`config.mk`:
```
export PLATFORM = sky130hd
export DESIGN_NAME = llfd_out_reg
export DESIGN_NICKNAME = d
export VERILOG_FILES = /design/src/rtl/llfd_pkg.sv /design/src/rtl/llfd_out_reg.sv
export SDC_FILE = /design/constraint.sdc
export NUM_CORES = 1
export LEC_CHECK = 0
export BUFFER_PORTS_ARGS = -buffer_cell sky130_fd_sc_hd__buf_2
export CORE_MARGIN = 3
export CORE_UTILIZATION = 37
export CTS_BUF_LIST = sky130_fd_sc_hd__clkbuf_4 sky130_fd_sc_hd__clkbuf_8
export DETAILED_ROUTE_END_ITERATION = 16
export PLACE_DENSITY_LB_ADDON = 0.25
export SYNTH_ARGS = -nofsm -noshare
export SYNTH_HDL_FRONTEND = slang
export SYNTH_SLANG_ARGS = --single-unit
```
`constraint.sdc`:
```
create_clock -name i_clk -period 0.8 [get_ports i_clk]
set_input_delay 0.12 -clock i_clk [delete_from_list [all_inputs] [get_ports i_clk]]
set_output_delay 0.12 -clock i_clk [all_outputs]
set_load 0.01 [all_outputs]
```
`src/rtl/llfd_pkg.sv`:
```
// Shared types and constants for the least-loaded FCFS dispatcher.
// Holds the sequencer state type, command and event codes, and the result beat.
// No dependencies.
package llfd_pkg;

    // field widths fixed by the interface
    localparam int EV_W   = 2;
    localparam int CORE_W = 3;
    localparam int ID_W   = 32;
    localparam int LEN_W  = 32;
    localparam int CFG_W  = 4;

    // reset value of the core count register
    localparam logic [CFG_W-1:0] NUM_CORES_RST = 4'd8;

    // command codes
    localparam logic CMD_ADD  = 1'b0;
    localparam logic CMD_TICK = 1'b1;

    // event codes
    localparam logic [EV_W-1:0] EV_ACCEPT = 2'd0;
    localparam logic [EV_W-1:0] EV_REJECT = 2'd1;
    localparam logic [EV_W-1:0] EV_FINISH = 2'd2;
    localparam logic [EV_W-1:0] EV_IDLE   = 2'd3;

    // sequencer states
    typedef enum logic [2:0] {
        S_IDLE,
        S_ASCAN,
        S_ADEC,
        S_TMETA,
        S_TJOB,
        S_TMOD,
        S_TEND
    } t_state;

    // one result beat
    typedef struct packed {
        logic [EV_W-1:0]   event_res;
        logic [CORE_W-1:0] core;
        logic [ID_W-1:0]   job_id;
        logic              last;
    } t_result;

endpackage

```
`src/rtl/llfd_out_reg.sv`:
```
// Output register stage for result beats of the dispatcher.
// Holds one beat until the downstream side takes it.
// Depends on llfd_pkg.
module llfd_out_reg (
    input  logic              i_clk,
    input  logic              i_rst_n,
    input  logic              i_load,
    input  llfd_pkg::t_result i_res,
    input  logic              i_stall,
    output logic              o_valid,
    output logic              o_free,
    output llfd_pkg::t_result o_res
);

    logic              r_valid;
    llfd_pkg::t_result r_res;

    // register is free when empty or its beat leaves this cycle
    assign o_free = !r_valid || !i_stall;

    // track occupancy
    always_ff @(posedge i_clk) begin
        if (!i_rst_n) begin
            r_valid <= 1'b0;
        end else if (i_load) begin
            r_valid <= 1'b1;
        end else if (!i_stall) begin
            r_valid <= 1'b0;
        end
    end

    // capture the payload
    always_ff @(posedge i_clk) begin
        if (i_load) begin
            r_res <= i_res;
        end
    end

    assign o_valid = r_valid;
    assign o_res   = r_res;

endmodule

```
# After elaboration in Yosys (flattened, before gate mapping)
# Cells that the tools add are included.
dict set report op_classes {
  addsub 0
  multipliers 0
  div 0
  n_lt_le_gt_ge 0
  n_eq_ne 1
  shift 0
  muxes 2
  bitwise_logic 0
  reduce_logical 3
}
# operator count
set op_table {}
lappend op_table {{logical NOT 1 bit} 2}
lappend op_table {{two-way mux 1 bit} 2}
lappend op_table {{!= test 2 bit, second input constant} 1}
lappend op_table {{logical OR 1 bit} 1}
dict set report word_totals {
  register_bits 39
  latch_bits 0
  ram_bits 0
  romBits 0
  input_bits 42
  output_inout_bits 40
  word_cells 11
  mem_count 0
}

# Depth between registers and ports, before layout
# Gate-level depths: netlist of the first run.
dict set report depth {
  depth_word 2
  mapped_depth 2
  depth_no_buf 2
}

# Worst setup path after synthesis of the first run
# Ideal clock, no wire load.
dict set report synth_timing {
  path_kind {register to register}
  start {reg o_valid (netlist name)}
  end {reg r_valid, in the netlist o_valid}
  setup_ns 0.115
  arrival_time_ns 0.494
  t_required_ns 0.685
  path_slack_ns 0.191
  stages_incl_launch_ff 3
  path_buffers 0
  path_cell_list {dfxtp_1 > a21oi_1 > nor2b_1}
}
# element line
set synth_lines {}
lappend synth_lines {{end signal, assigned} llfd_out_reg.sv:24} ;# r_valid <= 1'b0;
lappend synth_lines {{end signal, assigned} llfd_out_reg.sv:26} ;# r_valid <= 1'b1;
lappend synth_lines {{end signal, assigned} llfd_out_reg.sv:28} ;# r_valid <= 1'b0;
lappend synth_lines {{end, declared} llfd_out_reg.sv:15} ;# logic r_valid;

# Worst setup path after layout of the first run
dict set report layout_timing {
  start {reg r_res (netlist bit o_res[27])}
  end {out o_res[27] (netlist bit)}
}
# element line
set layout_lines {}
lappend layout_lines {{start, declared} llfd_out_reg.sv:16} ;# llfd_pkg::t_result r_res;
lappend layout_lines {{start signal, assigned} llfd_out_reg.sv:35} ;# r_res <= i_res;
lappend layout_lines {{end, declared} llfd_out_reg.sv:12} ;# output llfd_pkg::t_result o_res
# No word-level cell between the ends.

==> results of run 1 <==
==> per-layer routing <==
metal  track usage (%)  share of wire [%]
met5                 0                  0
met2              31.0                 57
met1              14.6                 32
met3              5.40                8.3
met4              9.37                2.1
==> final cells by class <==
cell class / count / share of cell area, %
tap: 42 / 2.47
multi-input combinational: 3 / 0.705
timing repair buffer: 122 / 39.5
clock buffer: 5 / 1.76
sequential: 39 / 54.6
clock inverter: 3 / 0.940
==> registers in the layout, summed over array words and instances, names as in the netlist <==
name	count
o_res	38
o_valid	1
==> timing repair <==
action	4_1_cts	5_1_grt
buffers inserted	0	0
endpoints found under the hold margin	39	0
setup endpoints to repair	40	40
hold buffers	39	0
pin swaps	0	0
resized for setup	2	0
==> logic make-up after synthesis <==
family           Yosys count  synth area share [%]
flip-flops                39                  98.7
AND/OR/NAND/NOR            2                 0.851
AO/OA/AOI/OAI              1                 0.425
==> final timing paths <==
| kind | end | slack (ps) | cells past startpoint |
|---|---|---|---|
| max reg2reg | o_valid | 180 | 2 |
| min reg2reg | o_valid | 550 | 2 |
| min | o_valid | 50 | 3 |
| max | o_res[27] | -220 | 1 |
==> layout by cell type (no fill, tap or decap) <==
| cell type | instances |
|---|---|
| sky130_fd_sc_hd__clkinv_2 | 1 |
| sky130_fd_sc_hd__clkinvlp_4 | 2 |
| sky130_fd_sc_hd__buf_12 | 2 |
| sky130_fd_sc_hd__clkbuf_4 | 5 |
| sky130_fd_sc_hd__buf_2 | 80 |
| sky130_fd_sc_hd__dfxtp_2 | 1 |
| sky130_fd_sc_hd__nand2_1 | 1 |
| sky130_fd_sc_hd__buf_6 | 1 |
| sky130_fd_sc_hd__nor2b_1 | 1 |
| sky130_fd_sc_hd__edfxtp_1 | 38 |
| sky130_fd_sc_hd__dlygate4sd3_1 | 39 |
| sky130_fd_sc_hd__a21oi_1 | 1 |
==> worst reg2reg max path, stage by stage, from the launching register on <==
cell and delay, ps:
sky130_fd_sc_hd__dfxtp_2 350, sky130_fd_sc_hd__a21oi_1 120, sky130_fd_sc_hd__nor2b_1 50
==> power groups by stage <==
stage               Combinational [W]  Clock (W)  Sequential [W]
global route                 0.000599    0.00110         0.00247
floorplan                  0.00000575          0         0.00260
CTS                          0.000557   0.000998         0.00246
global placement             0.000400          0         0.00250
detailed placement           0.000409          0         0.00250
finish                       0.000559   0.000963         0.00245
==> metrics by stage <==
step | cells | setup TNS [ps] | util [%] | hold WS [ps]
after floorplan | 42 | 0 | - | 219
after global placement | 167 | 0 | 57.7 | 296
after detailed placement | 167 | 0 | 57.7 | 298
after CTS | 214 | -7890 | 73.4 | 33.3
after global routing | 214 | -9590 | 73.4 | 65.3
final | 214 | -7270 | 73.4 | 53.8
==> summary by stage, run 1 <==
Critical path
The critical path is of the reg -> out type. The buffering stage count on the worst path with inverters included is 1. In this run the worst path has a maximum fanout of 1. The library cell contributing the largest single delay on the critical path is sky130_fd_sc_hd__edfxtp_1. The dominant delay contributor by cell family on the critical path is flip-flops. For the worst setup path, the data arrival time is 900 ps. For the worst setup path, the data required time is 680 ps. The start point of the critical path is o_res[27]. The critical path goes through buf_2. The startpoint of the lowest-slack register-to-register path is o_valid. The endpoint type of the worst setup path is an output port. On the worst path, the slowest cell contributes a delay of 400 ps.

STA classifies the critical path startpoint as a flop.

Timing
The minimum clock period after layout is 1020 ps. Dividing the final minimum period by the clock period gives 128%. The number of hold violations in the final report was 0. The number of max-slew violations in the final report is 0. The worst setup skew after layout is 0 ps. Setup repair after global routing could not meet its margin everywhere. The worst-margin pin slew is 122 ps. The highest achievable clock rate is 976 MHz. Setup violations remaining at the end of the flow were counted as 40.

In the post-route analysis, the smallest setup slack over all paths is -225 ps. The worst max-slew margin expressed relative to the limit is 91.8%.

Power
Power spread over the standard cell area amounts to 1870 nW/um^2. The net switching power is 0.000905 W. After layout, the design draws a total of 0.00398 W. The internal power is 0.00307 W.

The proportion of total power due to net switching is 22.8%. The share of total power dissipated in the clock network is 24.2%. The share of total power in combinational logic is 14.1%. The relative contribution of sequential cells to total power is 61.7%. The peak supply drop is 1.32 mV. Summed over all cells, the static leakage comes to 0.914 nW.

GRT
The via count of the first global-routing pass is 987. The total overflow left after global routing is 0. Global routing used 16.2% of the available tracks across all layers. The number of antenna violations at the first check in global routing is 0. The pin count of the biggest net entering global routing is 22. The first global-routing pass estimated 4620 um of wire.

Route
After detailed routing, the average wire length per cell comes to 13.9 um. Once detail routing completed, the nets flagged for antenna violations numbered 0. The number of iterations in the first detailed-routing pass is 3. The detail-routed via count per cell is 4.16. In the routed design, unresolved DRC markers number 0. The final route contains 890 vias. The routed design has 2980 um of wire. For this block, the initial DRC count from the detailed router was 29.

Synthesis
Synthesis produced 42 cells. The number of flip-flops and latches in the synthesized netlist is 39. The most frequent cell after synthesis is sky130_fd_sc_hd__edfxtp_1.

After synthesis, the mean cell area works out to 28.0 um^2. After synthesis, the cell types taking the most area are sky130_fd_sc_hd__edfxtp_1, sky130_fd_sc_hd__dfxtp_1, sky130_fd_sc_hd__nor2b_1, sky130_fd_sc_hd__a21oi_1, sky130_fd_sc_hd__nand2_1. The most used flip-flop cell after synthesis is sky130_fd_sc_hd__edfxtp_1. The area of the mapped netlist is 1180 um^2.

The sequential share of the synthesized area is 98.7%. In this run the biggest area consumer among cell types represents 97.0% of the synthesized area. The biggest area consumer among synthesized cells is sky130_fd_sc_hd__edfxtp_1. The netlist uses 5 different library cells.

After synthesis, the share of flip-flops with an asynchronous set or reset is 0%. The post-synthesis net count is 84. By count the netlist is led by sky130_fd_sc_hd__edfxtp_1, sky130_fd_sc_hd__a21oi_1, sky130_fd_sc_hd__dfxtp_1, sky130_fd_sc_hd__nand2_1, sky130_fd_sc_hd__nor2b_1.

For this run, the number of Yosys warnings is 0. The number of enable flip-flop cells after synthesis is 38.

Clocking
The total number of H-tree levels is 2. The number of clock buffers added by TritonCTS is 5. The master cell of the clock root buffer is sky130_fd_sc_hd__clkbuf_4.

The clock sink total is 39. The CTS clock-pin slew for the worst setup and hold paths is 120 ps. In this run the deepest clock path goes through 2 buffers. The source-to-sink clock delay at the later pin of the worst-skew pair is 340 ps. The CTS tree is built.

Place
The count of buffers from port buffering is 81. The placement-stage worst setup slack is 63.9 ps. The instance area at placement is 1670 um^2.

The final RePlAce weighted congestion is 0.701.

Die
The initial cell density of the core is 40.6%. The die covers 3890 um^2. The die boundary height is 62.4 um. The area of the placeable core is 2900 um^2. For this design the top-level I/O count stands at 82.

The row count is 19. The chip width is 62.4 um.

Hold path
The path class of the tightest hold or removal check is in -> reg. The startpoint of the worst hold path is i_stall.

Final layout
From synthesis to final layout, the design area changed by 81.1%. The area of the multi-input gates is 15.0 um^2. The fraction of layout instances using a drive strength above 1 is 53.5%. Counting the fill cells in the layout gives 204. The cell area after layout is 2130 um^2. The sequential cell area in the final layout is 1160 um^2. The number of antenna diodes in the final layout is 0.

The net count of the finished layout is 213.

Flow run
Across the run, the number of max-cap violations was 0.

Run status
The run finished, with violations left. The checks that failed: setup timing.
Note: power is estimated with default switching activity, not from simulation.
==> run 2, diff against run 1 <==
Settings changed: BUFFER_PORTS_ARGS -buffer_cell sky130_fd_sc_hd__buf_2 to -buffer_cell sky130_fd_sc_hd__buf_4.
==> run 2 against run 1 <==
Effect of this change:
- the run still ends with setup timing left
- worst hold slack worse by 28 ps
- global-route usage is 0.71 points higher
- sequential cell count stayed put
- critical path depth stayed put
- setup slack worse by 18 ps
- power is 23% higher
- core utilization is 13 points higher
- via count is 1.3% higher
- register-to-register slack worse by 60 ps
- sequential power is 2% higher
==> summary by stage, run 2 (synthesis gave the netlist of run 1 again) <==
Run status
The flow ran to the end, but the final reports show violations. The checks that failed: setup timing.

Timing
The worst-margin pin slew is 139 ps. The final count of negative-setup-slack endpoints is 40. Of the available clock period, the critical path in the final layout requires 130%. The final hold slack is 26.1 ps.

Setup repair after global routing could not meet its margin everywhere. For the finished layout, the period the worst path requires is 1040 ps. The number of hold violations in the final report is 0. The number of max-slew violations in the final report is 0. The final setup TNS is -7570 ps. Timing would allow up to 959 MHz. The worst pin sits at a relative slew slack of 90.7%. The worst setup skew after layout is 0 ps.

The final worst slack is -243 ps.

GRT
In the global route stage, met3 resource usage came out at 7.91%. The via count of the first global-routing pass came to 968. After global routing the overflow that remains totals 0. The number of antenna violations at the first check in global routing is 0.

met2 is the most crowded layer. The met1 track demand over resource is 17.5%. Entering global routing, the biggest net connects 22 pins. The first global-routing pass estimated 4940 um of wire.

In the global route stage, met2 resource usage came out at 30.9%. The total routing usage reported by global routing is 16.9%.

Die
The floorplan die area is 3890 um^2. The row count is 19. From left edge to right edge, the die measures 62.4 um. The initial utilization of the core area, before any placement, comes to 40.6%. In this run the standard cell core region covers 2900 um^2.

During I/O placement, the number of pins put on the boundary was 82. The die is 62.4 um tall.

Route
The vias after detailed routing is 902. In the final routed layout, each cell accounts on average for 14.9 um. The number of iterations in the first detailed-routing pass is 4. The first routing iteration left 11 violations.

The post-route antenna net violation count is 0. Summed over all layers, the routed wires come to 3180 um. The final routed DRC violation total is 0. The detail-routed via count per cell is 4.23.

Clocking
TritonCTS built the clock tree. Clock latency on the worst-skew pair, taken at its later pin, is 330 ps. The clock tree buffer depth is 2. Clock-pin slew was measured on the worst setup and hold paths at 110 ps.

The master cell of the clock root buffer is sky130_fd_sc_hd__clkbuf_4. The total number of H-tree levels is 2. The clock sink total is 39. The number of buffers added by the clock tree synthesis step is 5.

Critical path
The arrival time of data at the critical path endpoint is 920 ps. The buffering stage count on the worst path with inverters included is 1. The worst endpoint required time is 680 ps. Broken down by cell family, the worst path's largest delay share belongs to flip-flops. The slowest stage of the critical path belongs to the cell sky130_fd_sc_hd__edfxtp_1. Walking the worst path, the cells encountered are buf_6. The endpoint type of the worst setup path is an output port. The launching element type of the critical path is a flop.

The type of the worst setup path is reg -> out. The maximum single-stage delay on the critical path is 440 ps. The highest fanout seen on the critical path is 1.

Place
The final RePlAce weighted congestion is 0.683. The instance area at placement is 1880 um^2. The count of buffers from port buffering is 81.

Once placement completed, the tool counted placed cells totaling 167.

Final layout
In the layout the commonest cells are sky130_fd_sc_hd__buf_4, sky130_fd_sc_hd__dlygate4sd3_1, sky130_fd_sc_hd__edfxtp_1. The cell area after layout is 2500 um^2. The number of flip-flops in the largest register is 38. The layout overhead on the synthesized area is 113%.

The most common cell after layout, fill and taps aside is sky130_fd_sc_hd__buf_4. The final-stage net count is 212. The finished layout holds 213 standard cells, fillers aside. The fraction of layout instances using a drive strength above 1 is 54.4%. The final core utilization is 86.2%. The number of inserted diodes is 0.

Power
The peak supply drop is 1.46 mV. Power spread over the standard cell area amounts to 1950 nW/um^2. The leakage power is 1.05 nW.

Hold path
The worst hold path belongs to the class in -> reg.

Flow run
The max-capacitance violation count is 0.
-- run 2: area by class of cell --
| class | instances | area, um^2 |
|---|---|---|
| Fill cell | 150 | 400 |
| Clock buffer | 6 | 45.0 |
| Tap cell | 42 | 52.6 |
| Multi-Input combinational cell | 3 | 17.5 |
| Clock inverter | 2 | 60.1 |
| Timing Repair Buffer | 121 | 1160 |
| Sequential cell | 39 | 1160 |
-- run 2: metal layers --
layer  part of all wire, %  vias to the layer above  routed length [um]
met2                    58                       51                1850
met1                    33                      423                1040
li1                      -                      424                   -
met5                     0                        -                   0
met4                   1.0                        0                  32
met3                   8.4                        4                 268
-- run 2: power by group --
part | internal [W] | switching [W]
sequential | 0.00242 | 0.0000747
clock | 0.00101 | 0.000597
combinational | 0.000529 | 0.000249
-- run 2: through the flow --
step           worst slack, ps  total power [W]
5_1_grt                   -288          0.00507
4_1_cts                   -243          0.00487
6_report                  -243          0.00488
3_5_place_dp              94.7          0.00306
2_1_floorplan              191          0.00260
3_3_place_gp               104          0.00304
-- run 2: timing repair --
item	4_1_cts	5_1_grt
gates cloned	0	0
resized for setup	25	13
endpoints found under the setup margin	40	40
buffers inserted	0	0
pin swaps	0	0
hold buffers	38	0
endpoints found under the hold margin	38	0
-- run 2: path summary, 6_finish.rpt --
kind / start / to / slack [ps] / cells after the start
hold / removal: i_rst_n / o_valid / 30 / 2
setup / recovery: o_res[27] / o_res[27] / -240 / 1
setup reg to reg: o_valid / o_valid / 120 / 2
hold reg to reg: o_valid / o_valid / 590 / 2
==> run 3, diff against run 2 <==
Settings changed: CORE_UTILIZATION 37 to 30.
==> run 3 against run 2 <==
Effect of this change:
- the run still ends with setup timing left
- core utilization is 29 points lower
- power is 12% lower
- die area is 21% higher
- sequential share of layout area is 8.1 points higher
- sequential cell count stayed put
- first-iteration DRC count is 36% higher
==> summary by stage, run 3 (synthesis gave the netlist of run 1 again) <==
Run status
The run finished, with violations left. The checks that failed: setup timing.

Timing
Setup violations remaining at the end of the flow were counted as 40. Setup repair after global routing could not meet its margin everywhere. The final hold slack is 17.6 ps. The number of hold violations in the final report was 0.

The clock arrives with 0 ps of skew. The worst pin sits at a relative slew slack of 92.4%. Subtracting the final worst setup slack from the clock period gives 923 ps. The final worst slack is -123 ps. The final setup TNS is -4310 ps.

The worst-margin pin slew is 115 ps. The highest achievable clock rate is 1080 MHz. The number of max-slew violations in the final report is 0. In the finished design, the share of the clock period the worst path needs comes to 115%.

Critical path
The setup check on the worst reg-to-reg path leaves a slack of 180 ps. The worst endpoint required time is 680 ps. The worst setup path is launched from a flop.

On the worst path, the slowest cell contributes a delay of 390 ps. Walking the worst path, the cells encountered are buf_6. The worst setup path is of the reg -> out kind. For the worst setup path, the data arrival time is 800 ps.

The largest individual stage delay along the critical path comes from the cell sky130_fd_sc_hd__edfxtp_1. Counting both buffers and inverters, the worst setup path holds a total of 1. The cell family contributing the most delay on the critical path is flip-flops. The highest fanout seen on the critical path is 1. The endpoint type of the worst setup path is an output port.

Route
The first routing iteration left 15 violations. The post-route antenna net violation count is 0. The detail-routed via count per cell is 4.13.

Summing over every cut layer, the via total after detailed routing is 751. Dividing the detail-routed wire length by the instance count gives 13.5 um. The total wire length after detailed routing is 2450 um.

The final routed DRC violation total is 0. Before antenna repair, the detailed router went through 3 iterations.

Clocking
The source-to-sink clock delay at the later pin of the worst-skew pair is 270 ps. The number of buffers added by the clock tree synthesis step is 5. Clock-pin slew was measured on the worst setup and hold paths at 70 ps. The clock sink total is 39. The master cell of the clock root buffer is sky130_fd_sc_hd__clkbuf_8. The CTS tree is built. The clock tree buffer depth is 2. In this run the number of H-tree levels came out at 2.

Power
Summed over all cells, the static leakage comes to 0.890 nW. The areal power density over the cells is 2010 nW/um^2. The peak supply drop is 1.15 mV.

GRT
The via count of the first global-routing pass is 701. Global routing used 9.69% of the available tracks. The pin count of the biggest net entering global routing is 21. The wire length of the first global-routing pass is 3140 um. After global routing the overflow that remains totals 0.

The number of antenna violations at the first check in global routing is 0.

Die
82 I/O pins were placed. The chip width is 68.6 um. The row count is 22.

The die covers 4710 um^2. The core region is 3720 um^2. The initial cell density of the core is 31.6%. The die boundary height is 68.6 um.

Final layout
Leaving out fill and tap cells, the most frequent cells in the layout are sky130_fd_sc_hd__buf_4, sky130_fd_sc_hd__edfxtp_1, sky130_fd_sc_hd__buf_6. Of the cells placed in the final design, the portion with a size suffix greater than 1 is 67.9%. The final-stage net count is 176.

The final-layout fill cell count is 310. The area of the multi-input gates is 17.5 um^2. The sequential cell area in the final layout is 1160 um^2. The library cell used most frequently in the layout, excluding fill and tap cells, is sky130_fd_sc_hd__buf_4. The register with the most flip-flops in the layout has 38 of them.

The repair_antennas step left the layout with diodes totalling 0. From synthesis to final layout, the design area changed by 80.6%.

Place
The count of buffers from port buffering is 81. At the end of routability-driven placement, the weighted congestion stood at 0.603.

Hold path
The path class of the tightest hold or removal check is in -> reg.

Flow run
The tool flagged a number of max-cap violations equal to 0.
[run 3: cell types whose count changed in the layout (fill, tap and decap cells not counted), moves of 2 or more]
| cell | previous run | this run |
|---|---|---|
| sky130_fd_sc_hd__buf_6 | 35 | 37 |
| sky130_fd_sc_hd__bufinv_16 | 2 | 0 |
| sky130_fd_sc_hd__clkbuf_4 | 6 | 0 |
| sky130_fd_sc_hd__clkbuf_8 | 0 | 5 |
| sky130_fd_sc_hd__dlygate4sd3_1 | 38 | 2 |
| sky130_fd_sc_hd__buf_4 | 46 | 44 |
[run 3: timing repair]
action                                 in CTS  in global routing
resized for setup                          22                 17
endpoints found under the hold margin       0                  2
setup endpoints to repair                  40                 40
hold buffers                                0                  2
setup buffers                               0                  0
[run 3: path summary, 6_finish.rpt]
path / cells past startpoint / end / start
worst min register to register: 2 / o_valid / o_valid
worst max-delay path: 1 / o_res[25] / o_res[25]
worst max register to register: 2 / o_valid / o_valid
worst min-delay path: 1 / o_res[15] / i_res[15]
[run 3: layout make-up]
type,count,area share [%]
flip-flops and latches,39,54.7
clock inverters,2,0.412
multi-input cells,3,0.824
clock buffers,5,3.24
repair buffers,85,38.0
well taps,48,2.83
[run 3: routing by layer]
layer	routed length, um	GRT usage [%]	vias up
met3	333	5.19	4
met4	43	5.21	0
li1	-	-	347
met1	749	9.47	351
met5	0	0	-
met2	1330	16.3	49
[run 3: power breakdown]
part / internal [W] / switching, W
combinational: 0.000419 / 0.000208
clock: 0.000578 / 0.000573
sequential: 0.00242 / 0.0000701
total: 0.00342 / 0.000851
[run 3: per-stage QoR]
stage / instances / util [%] / worst slack, ps / instance area, um^2 / power, W
global placement: 173 / 50.7 / 97.8 / 1880 / 0.00304
global route: 182 / 57.2 / -173 / 2120 / 0.00449
CTS: 180 / 54.9 / -140 / 2040 / 0.00428
floorplan: 42 / - / 191 / 1180 / 0.00260
finish: 182 / 57.2 / -123 / 2120 / 0.00427
detailed placement: 173 / 50.7 / 87.7 / 1880 / 0.00306
